**config.mk**
```make
export PLATFORM = sky130hd
export DESIGN_NAME = ppd_front_flat
export DESIGN_NICKNAME = d
export VERILOG_FILES = /design/src/hw/rtl/ppd_pkg.sv /design/src/hw/rtl/ppd_if.sv /design/src/hw/rtl/ppd_front.sv /design/src/flat_wrapper.sv
export SDC_FILE = /design/constraint.sdc
export NUM_CORES = 1
export LEC_CHECK = 0
export ABC_AREA = 1
export ABC_CLOCK_PERIOD_IN_PS = 49300
export BUFFER_PORTS_ARGS = -buffer_cell sky130_fd_sc_hd__buf_2
export CAP_MARGIN = 40
export CORE_ASPECT_RATIO = 1.5
export CORE_MARGIN = 1
export CORE_UTILIZATION = 40
export CTS_CLUSTER_DIAMETER = 150
export DETAILED_ROUTE_END_ITERATION = 6
export SLEW_MARGIN = 30
export SYNTH_ARGS = -nofsm -noshare
export SYNTH_HDL_FRONTEND = slang
export SYNTH_SLANG_ARGS = --single-unit
```
**constraint.sdc**
```tcl
create_clock -name i_clk -period 49.3 [get_ports i_clk]
set_clock_uncertainty 0.05 [all_clocks]
set_input_delay 0 -clock i_clk [delete_from_list [all_inputs] [get_ports i_clk]]
set_output_delay 0 -clock i_clk [all_outputs]
set_load 0.02 [all_outputs]
```
**src/hw/rtl/ppd_pkg.sv**
```systemverilog
`default_nettype none
// ----------------------------------------------------------------------------
// ppd_pkg: shared types and constants of the particle push and deposit engine
// fixed point formats, grid geometry, operation codes, job and config records
// ----------------------------------------------------------------------------
package ppd_pkg;

    // grid and number formats
    localparam int GRID_SIZE  = 64;
    localparam int AXIS_W     = 6;                 // bits of one cell coordinate
    localparam int FRAC_BITS  = 16;
    localparam int CELL_W     = 3 * AXIS_W;        // cell index, x major
    localparam int NCELLS     = 2 ** CELL_W;
    localparam int POS_W      = AXIS_W + FRAC_BITS;
    localparam int FLD_W      = 32;
    localparam int SPD_W      = 32;
    localparam int CHG_W      = 40;
    localparam int GAIN_W     = 24;
    localparam int WGT_W      = FRAC_BITS + 1;     // weight, up to one inclusive
    localparam int CORNERS    = 8;
    localparam int QUEUE_DEPTH = 2;
    localparam int QPTR_W     = $clog2(QUEUE_DEPTH);
    localparam int QCNT_W     = $clog2(QUEUE_DEPTH + 1);
    localparam int CFG_IDX_W  = 2;

    localparam logic [WGT_W-1:0] WGT_ONE = WGT_W'(1) << FRAC_BITS;

    // register reset values
    localparam logic [GAIN_W-1:0] ACCEL_GAIN_RST    = GAIN_W'(26214);
    localparam logic [GAIN_W-1:0] DRIFT_GAIN_RST    = GAIN_W'(83886);
    localparam logic [GAIN_W-1:0] CHARGE_AMOUNT_RST = GAIN_W'(655360);

    // register indexes
    localparam logic [CFG_IDX_W-1:0] CFG_ACCEL_GAIN    = 2'd0;
    localparam logic [CFG_IDX_W-1:0] CFG_DRIFT_GAIN    = 2'd1;
    localparam logic [CFG_IDX_W-1:0] CFG_CHARGE_AMOUNT = 2'd2;

    typedef enum logic [1:0] {
        OP_FIELD_WR = 2'd0,
        OP_PUSH     = 2'd1,
        OP_CHG_RD   = 2'd2
    } t_op;

    typedef struct packed {
        logic [GAIN_W-1:0] accel_gain;
        logic [GAIN_W-1:0] drift_gain;
        logic [GAIN_W-1:0] charge_amount;
    } t_cfg;

    // one classified job, index 0 of each vector is the x component
    typedef struct packed {
        t_op                       op;
        logic [CELL_W-1:0]         cell_idx;
        logic [2:0][FLD_W-1:0]     fld;
        logic [2:0][POS_W-1:0]     pos;
        logic [2:0][SPD_W-1:0]     spd;
    } t_job;

    typedef enum logic [3:0] {
        ST_CLEAR,
        ST_IDLE,
        ST_FWR,
        ST_CRD_RD,
        ST_CRD_WR,
        ST_GATHER,
        ST_UPDATE,
        ST_DEPOSIT,
        ST_EMIT
    } t_state;

endpackage
`default_nettype wire

```
**src/hw/rtl/ppd_if.sv**
```systemverilog
`default_nettype none
// ----------------------------------------------------------------------------
// ppd_if: valid/ready channels of the particle push and deposit engine
// input job channel and result channel
// ----------------------------------------------------------------------------
interface ppd_in_if import ppd_pkg::*; ();
    logic                     valid;
    logic                     ready;
    logic [1:0]               operation;
    logic [CELL_W-1:0]        cell_index;
    logic signed [FLD_W-1:0]  field_x;
    logic signed [FLD_W-1:0]  field_y;
    logic signed [FLD_W-1:0]  field_z;
    logic [POS_W-1:0]         pos_x;
    logic [POS_W-1:0]         pos_y;
    logic [POS_W-1:0]         pos_z;
    logic signed [SPD_W-1:0]  speed_x;
    logic signed [SPD_W-1:0]  speed_y;
    logic signed [SPD_W-1:0]  speed_z;

    modport source (
        output valid, operation, cell_index, field_x, field_y, field_z,
               pos_x, pos_y, pos_z, speed_x, speed_y, speed_z,
        input  ready
    );
    modport sink (
        input  valid, operation, cell_index, field_x, field_y, field_z,
               pos_x, pos_y, pos_z, speed_x, speed_y, speed_z,
        output ready
    );
endinterface

`default_nettype wire

```
**src/hw/rtl/ppd_front.sv**
```systemverilog
`default_nettype none
// ----------------------------------------------------------------------------
// ppd_front: job intake
// takes input beats, drops unknown operations and queues the rest
// ----------------------------------------------------------------------------
module ppd_front import ppd_pkg::*; (
    input  wire logic   i_clk,
    input  wire logic   i_rst_n,
    ppd_in_if.sink      i_in,
    input  wire logic   i_clearing,
    output logic        o_job_valid,
    output t_job        o_job,
    input  wire logic   i_job_pop
);

    t_job              r_q [QUEUE_DEPTH];
    logic [QPTR_W-1:0] r_wr_ptr;
    logic [QPTR_W-1:0] r_rd_ptr;
    logic [QCNT_W-1:0] r_count;
    logic              keep;
    logic              push;
    t_job              job_in;

    assign i_in.ready = !i_clearing && (r_count != QCNT_W'(QUEUE_DEPTH));

    always_comb begin
        unique case (i_in.operation) inside
            OP_FIELD_WR, OP_PUSH, OP_CHG_RD: keep = 1'b1;
            default:                          keep = 1'b0;
        endcase
    end

    assign push = i_in.valid && i_in.ready && keep;

    always_comb begin
        job_in.op       = t_op'(i_in.operation);
        job_in.cell_idx = i_in.cell_index;
        job_in.fld      = {i_in.field_z, i_in.field_y, i_in.field_x};
        job_in.pos      = {i_in.pos_z, i_in.pos_y, i_in.pos_x};
        job_in.spd      = {i_in.speed_z, i_in.speed_y, i_in.speed_x};
    end

    assign o_job_valid = (r_count != '0);
    assign o_job       = r_q[r_rd_ptr];

    always_ff @(posedge i_clk) begin
        if (!i_rst_n) begin
            r_wr_ptr <= '0;
            r_rd_ptr <= '0;
            r_count  <= '0;
        end else begin
            if (push) begin
                r_wr_ptr <= (r_wr_ptr == QPTR_W'(QUEUE_DEPTH - 1)) ? '0 : r_wr_ptr + 1'b1;
            end
            if (i_job_pop) begin
                r_rd_ptr <= (r_rd_ptr == QPTR_W'(QUEUE_DEPTH - 1)) ? '0 : r_rd_ptr + 1'b1;
            end
            if (push && !i_job_pop) begin
                r_count <= r_count + 1'b1;
            end else if (!push && i_job_pop) begin
                r_count <= r_count - 1'b1;
            end
        end
    end

    always_ff @(posedge i_clk) begin
        if (push) begin
            r_q[r_wr_ptr] <= job_in;
        end
    end

endmodule
`default_nettype wire

```
**src/flat_wrapper.sv**
```systemverilog
// flat-port wrapper written by rule: the top's interface ports become plain ports
module ppd_front_flat import ppd_pkg::*;
  (i_clk, i_rst_n, i_clearing, o_job_valid, o_job, i_job_pop, i_in_valid, i_in_operation, i_in_cell_index, i_in_field_x, i_in_field_y, i_in_field_z, i_in_pos_x, i_in_pos_y, i_in_pos_z, i_in_speed_x, i_in_speed_y, i_in_speed_z, i_in_ready);
  ppd_in_if i_in_i ();
  input  wire logic i_clk;
  input  wire logic i_rst_n;
  input  wire logic i_clearing;
  output logic o_job_valid;
  output t_job o_job;
  input  wire logic i_job_pop;
  input wire logic [$bits(i_in_i.valid)-1:0] i_in_valid;
  input wire logic [$bits(i_in_i.operation)-1:0] i_in_operation;
  input wire logic [$bits(i_in_i.cell_index)-1:0] i_in_cell_index;
  input wire logic [$bits(i_in_i.field_x)-1:0] i_in_field_x;
  input wire logic [$bits(i_in_i.field_y)-1:0] i_in_field_y;
  input wire logic [$bits(i_in_i.field_z)-1:0] i_in_field_z;
  input wire logic [$bits(i_in_i.pos_x)-1:0] i_in_pos_x;
  input wire logic [$bits(i_in_i.pos_y)-1:0] i_in_pos_y;
  input wire logic [$bits(i_in_i.pos_z)-1:0] i_in_pos_z;
  input wire logic [$bits(i_in_i.speed_x)-1:0] i_in_speed_x;
  input wire logic [$bits(i_in_i.speed_y)-1:0] i_in_speed_y;
  input wire logic [$bits(i_in_i.speed_z)-1:0] i_in_speed_z;
  output wire logic [$bits(i_in_i.ready)-1:0] i_in_ready;
  assign i_in_i.valid = i_in_valid;
  assign i_in_i.operation = i_in_operation;
  assign i_in_i.cell_index = i_in_cell_index;
  assign i_in_i.field_x = i_in_field_x;
  assign i_in_i.field_y = i_in_field_y;
  assign i_in_i.field_z = i_in_field_z;
  assign i_in_i.pos_x = i_in_pos_x;
  assign i_in_i.pos_y = i_in_pos_y;
  assign i_in_i.pos_z = i_in_pos_z;
  assign i_in_i.speed_x = i_in_speed_x;
  assign i_in_i.speed_y = i_in_speed_y;
  assign i_in_i.speed_z = i_in_speed_z;
  assign i_in_ready = i_in_i.ready;
  ppd_front u_core (.i_clk(i_clk), .i_rst_n(i_rst_n), .i_in(i_in_i), .i_clearing(i_clearing), .o_job_valid(o_job_valid), .o_job(o_job), .i_job_pop(i_job_pop));
endmodule
```
==> impl_metrics.yaml <==
outcome:
  outcome: "finished clean"
global_routing:
  grt_use_total_pct: 17.3
  grt_pass1_wl_mm: 70.4
  grt_max_degree: 145
  grt_pass1_vias: 12600
  gr-total-overflow: 0
  antenna_found_initial: 3
route:
  drtIter0Drc: 539
  highest_layer: "met4"
  met2_wirelength_mm: 26.5
  routedWlPerCell_um: 19.1
  wl_met3_mm: 3.37
  vias: 11500
  drc: 0
  drt-total-wl_mm: 48.0
  wl_met1_mm: 16.6
  vias_per_cell: 4.58
  ant_nets: 0
  dr.pass1.iters: 6
worst_setup_path:
  crit_chain: "buf_6, buf_4, buf_12, mux2_4, buf_2"
  worstSetupPathType: "reg -> out"
  cp_slowest_cell: "dfxtp_4"
  critical_path.max_stage_delay_ns: 0.82
  cp_max_fo: 58
  worst_r2r_path_depth: 8
  rr_endpoint: "u_core.r_q[1][228]"
  reg2reg_slack_ns: 46.04
  r2r_start: "u_core.r_count[0]"
  path_buf_inv: 4
  crit_family: "buffers and inverters"
  end_kind: "output port"
  cp_data_required_time_ns: 49.25
  critPathLaunchType: "flop"
  path_depth: 5
  worst_ep_arrival_time_ns: 3.61
place:
  gp_congestion: 0.793
  placed_area_um2: 24700
  port_buffers: 562
  post-dp-hpwl_mm: 32.0
power_and_ir_drop:
  peakVddDrop_mv: 0.0354
  netSwitchingFraction_pct: 22.4
  pwr-share-seq_pct: 52.0
  p_clk_share_pct: 36.2
  p_leak_uw: 0.0113
  total_power_uw: 1050
  power_density_nw_per_um2: 36.0
  combPwrFrac_pct: 11.9
  p_sw_uw: 236
  p_int_uw: 817
timing:
  hold_viol: 0
  setup_tns_ns: 0
  finalCritPeriodShare_pct: 7.43
  slew_violations: 0
  fmax_ghz: 0.273
  setup_viol: 0
  fin_crit_ns: 3.66
  rsz0062_at_grt: "false"
  worst-slew-pin-transition_ns: 0.927
  relSlewSlack_pct: 38.2
clock_network:
  clock_latency_ns: 0.59
  cts_tree: "yes"
  cts_setup_buffers: 0
  cts.sink_count: 561
  path_clk_slew_ns: 0.06
  h-tree-depth: 2
  cts-resized-gates: 0
  cts_made_buffers: 51
  clock-root-buffer: "clkbuf_16"
  cts_max_path_buffers: 3
synth:
  yosys.area.top_type: "edfxtp_1"
  synth_fa_ha_area_share_pct: 0.0592
  yosys-top-cells-area: "edfxtp_1, mux2_4, mux2_2, buf_6, dfxtp_1"
  avgSynthCellArea_um2: 23.4
  synth_nets: 1188
  synth.area.mux_share_pct: 18.4
  syn_inst: 904
  yosysSeqAreaShare_pct: 79.4
  synth_top_area_share_pct: 79.0
  ys_warn_count: 0
  synth_seq_cells: 561
  synth-simple-area-share_pct: 0.438
  synth_top_family_by_area: "multiplexers"
  synth_xor_area_share_pct: 0
  netlist_area_um2: 21100
  synth_compound_area_share_pct: 0.0710
  ys_types: 15
finish:
  final_common_cell: "buf_2"
  multi_input_area_um2: 4010
  final_area_um2: 29200
  nets: 2072
  areaGrowthSynthToFinish_pct: 38.1
  layout_common_cells: "buf_2, edfxtp_1, dlygate4sd3_1, mux2_4, mux2_2"
  drive_above_1_share_pct: 50.9
  regArea_um2: 16800
  fillers: 3978
floorplanning:
  die_height_um: 284
  fp.coreArea_um2: 51900
  num_rows: 102
  io-pin-count: 563
  start_util_pct: 40.7
  fp.dieArea_um2: 53800
  die-width_um: 190
hold_path:
  min_from: "i_in_speed_y[5]"
  holdPathEnd: "u_core.r_q[0][37]"
  min_path_type: "in -> reg"
  hold-path-cell-count: 2
run:
  drv_cap: 0
worst register-to-register path: stages, from the launching register on:
cell and delay [ns]:
dfxtp_1 0.33, inv_1 0.09, a21oi_1 0.18, nand3_1 0.22, inv_8 0.54, buf_4 0.37, buf_16 0.29, buf_4 0.53
buf_12 0.30
flip-flops by register name, indices dropped and copies added (netlist names), named ones only:
register / flops
u_core.r_q: 556
u_core.r_count: 2
u_core.r_rd_ptr: 1
u_core.r_wr_ptr: 1
power by group through the flow:
stage | logic (uW) | clock network, uW | registers (uW)
floorplan | 68.5 | 0 | 565
global placement | 105 | 0 | 556
detailed placement | 107 | 0 | 557
CTS | 126 | 393 | 547
global route | 132 | 408 | 548
finish | 125 | 381 | 547
synth_stat cells:
cell,n
buf_2,5
o21ai_0,1
nor2_1,8
nand3_1,1
nor3_1,1
nand3b_1,1
dfxtp_1,5
buf_6,26
mux2_2,77
ha_1,1
edfxtp_1,556
nand2_1,12
a21oi_1,2
inv_1,7
mux2_4,201
cells by family (layout without fill, tap and decap cells):
family	count (synthesis)	count (layout)
other cells	0	5
mux	278	278
buf+inv	38	962
flops	561	561
simple gates	23	23
fa+ha+maj	1	1
compound gates	3	3
per-layer routing:
| layer | up-vias | track usage, % |
|---|---|---|
| met1 | 5583 | 17.6 |
| met3 | 85 | 4.75 |
| met5 | - | 0 |
| met4 | 0 | 6.71 |
| li1 | 5359 | - |
| met2 | 462 | 33.0 |
worst max-delay path by stage:
stage	end	from
floorplan	u_core.r_q[0][0]	u_core.r_count[0]
global placement	u_core.r_q[1][117]	u_core.r_count[0]
detailed placement	u_core.r_q[1][117]	u_core.r_count[0]
CTS	o_job[257]	flop
global route	o_job[193]	flop
finish	o_job[193]	flop
per-stage QoR:
step / setup slack, ns / utilization (%) / hold slack, ns / cells
2_1_floorplan: 28.81 / - / 0.0342 / 904
3_3_place_gp: 45.70 / 47.4 / 0.138 / 2120
3_5_place_dp: 45.81 / 47.5 / 0.141 / 2124
4_1_cts: 45.54 / 56.1 / 0.0330 / 2502
5_1_grt: 45.45 / 56.2 / 0.0489 / 2507
6_report: 45.64 / 56.2 / 0.0786 / 2509
layout make-up:
| type | instances | area share, % |
|---|---|---|
| inverter | 7 | 0.116 |
| antenna | 5 | 0.0428 |
| timing repair buffer | 862 | 20.2 |
| sequential | 561 | 57.5 |
| clock inverter | 32 | 0.908 |
| clock buffer | 61 | 4.57 |
| multi-input combinational | 305 | 13.7 |
| tap | 676 | 2.90 |
repair_timing:
item	4_1_cts	5_1_grt
endpoints found under the hold margin	561	0
endpoints found under the setup margin	0	0
hold buffers	285	0
Note: power is estimated with default switching activity, not from simulation.
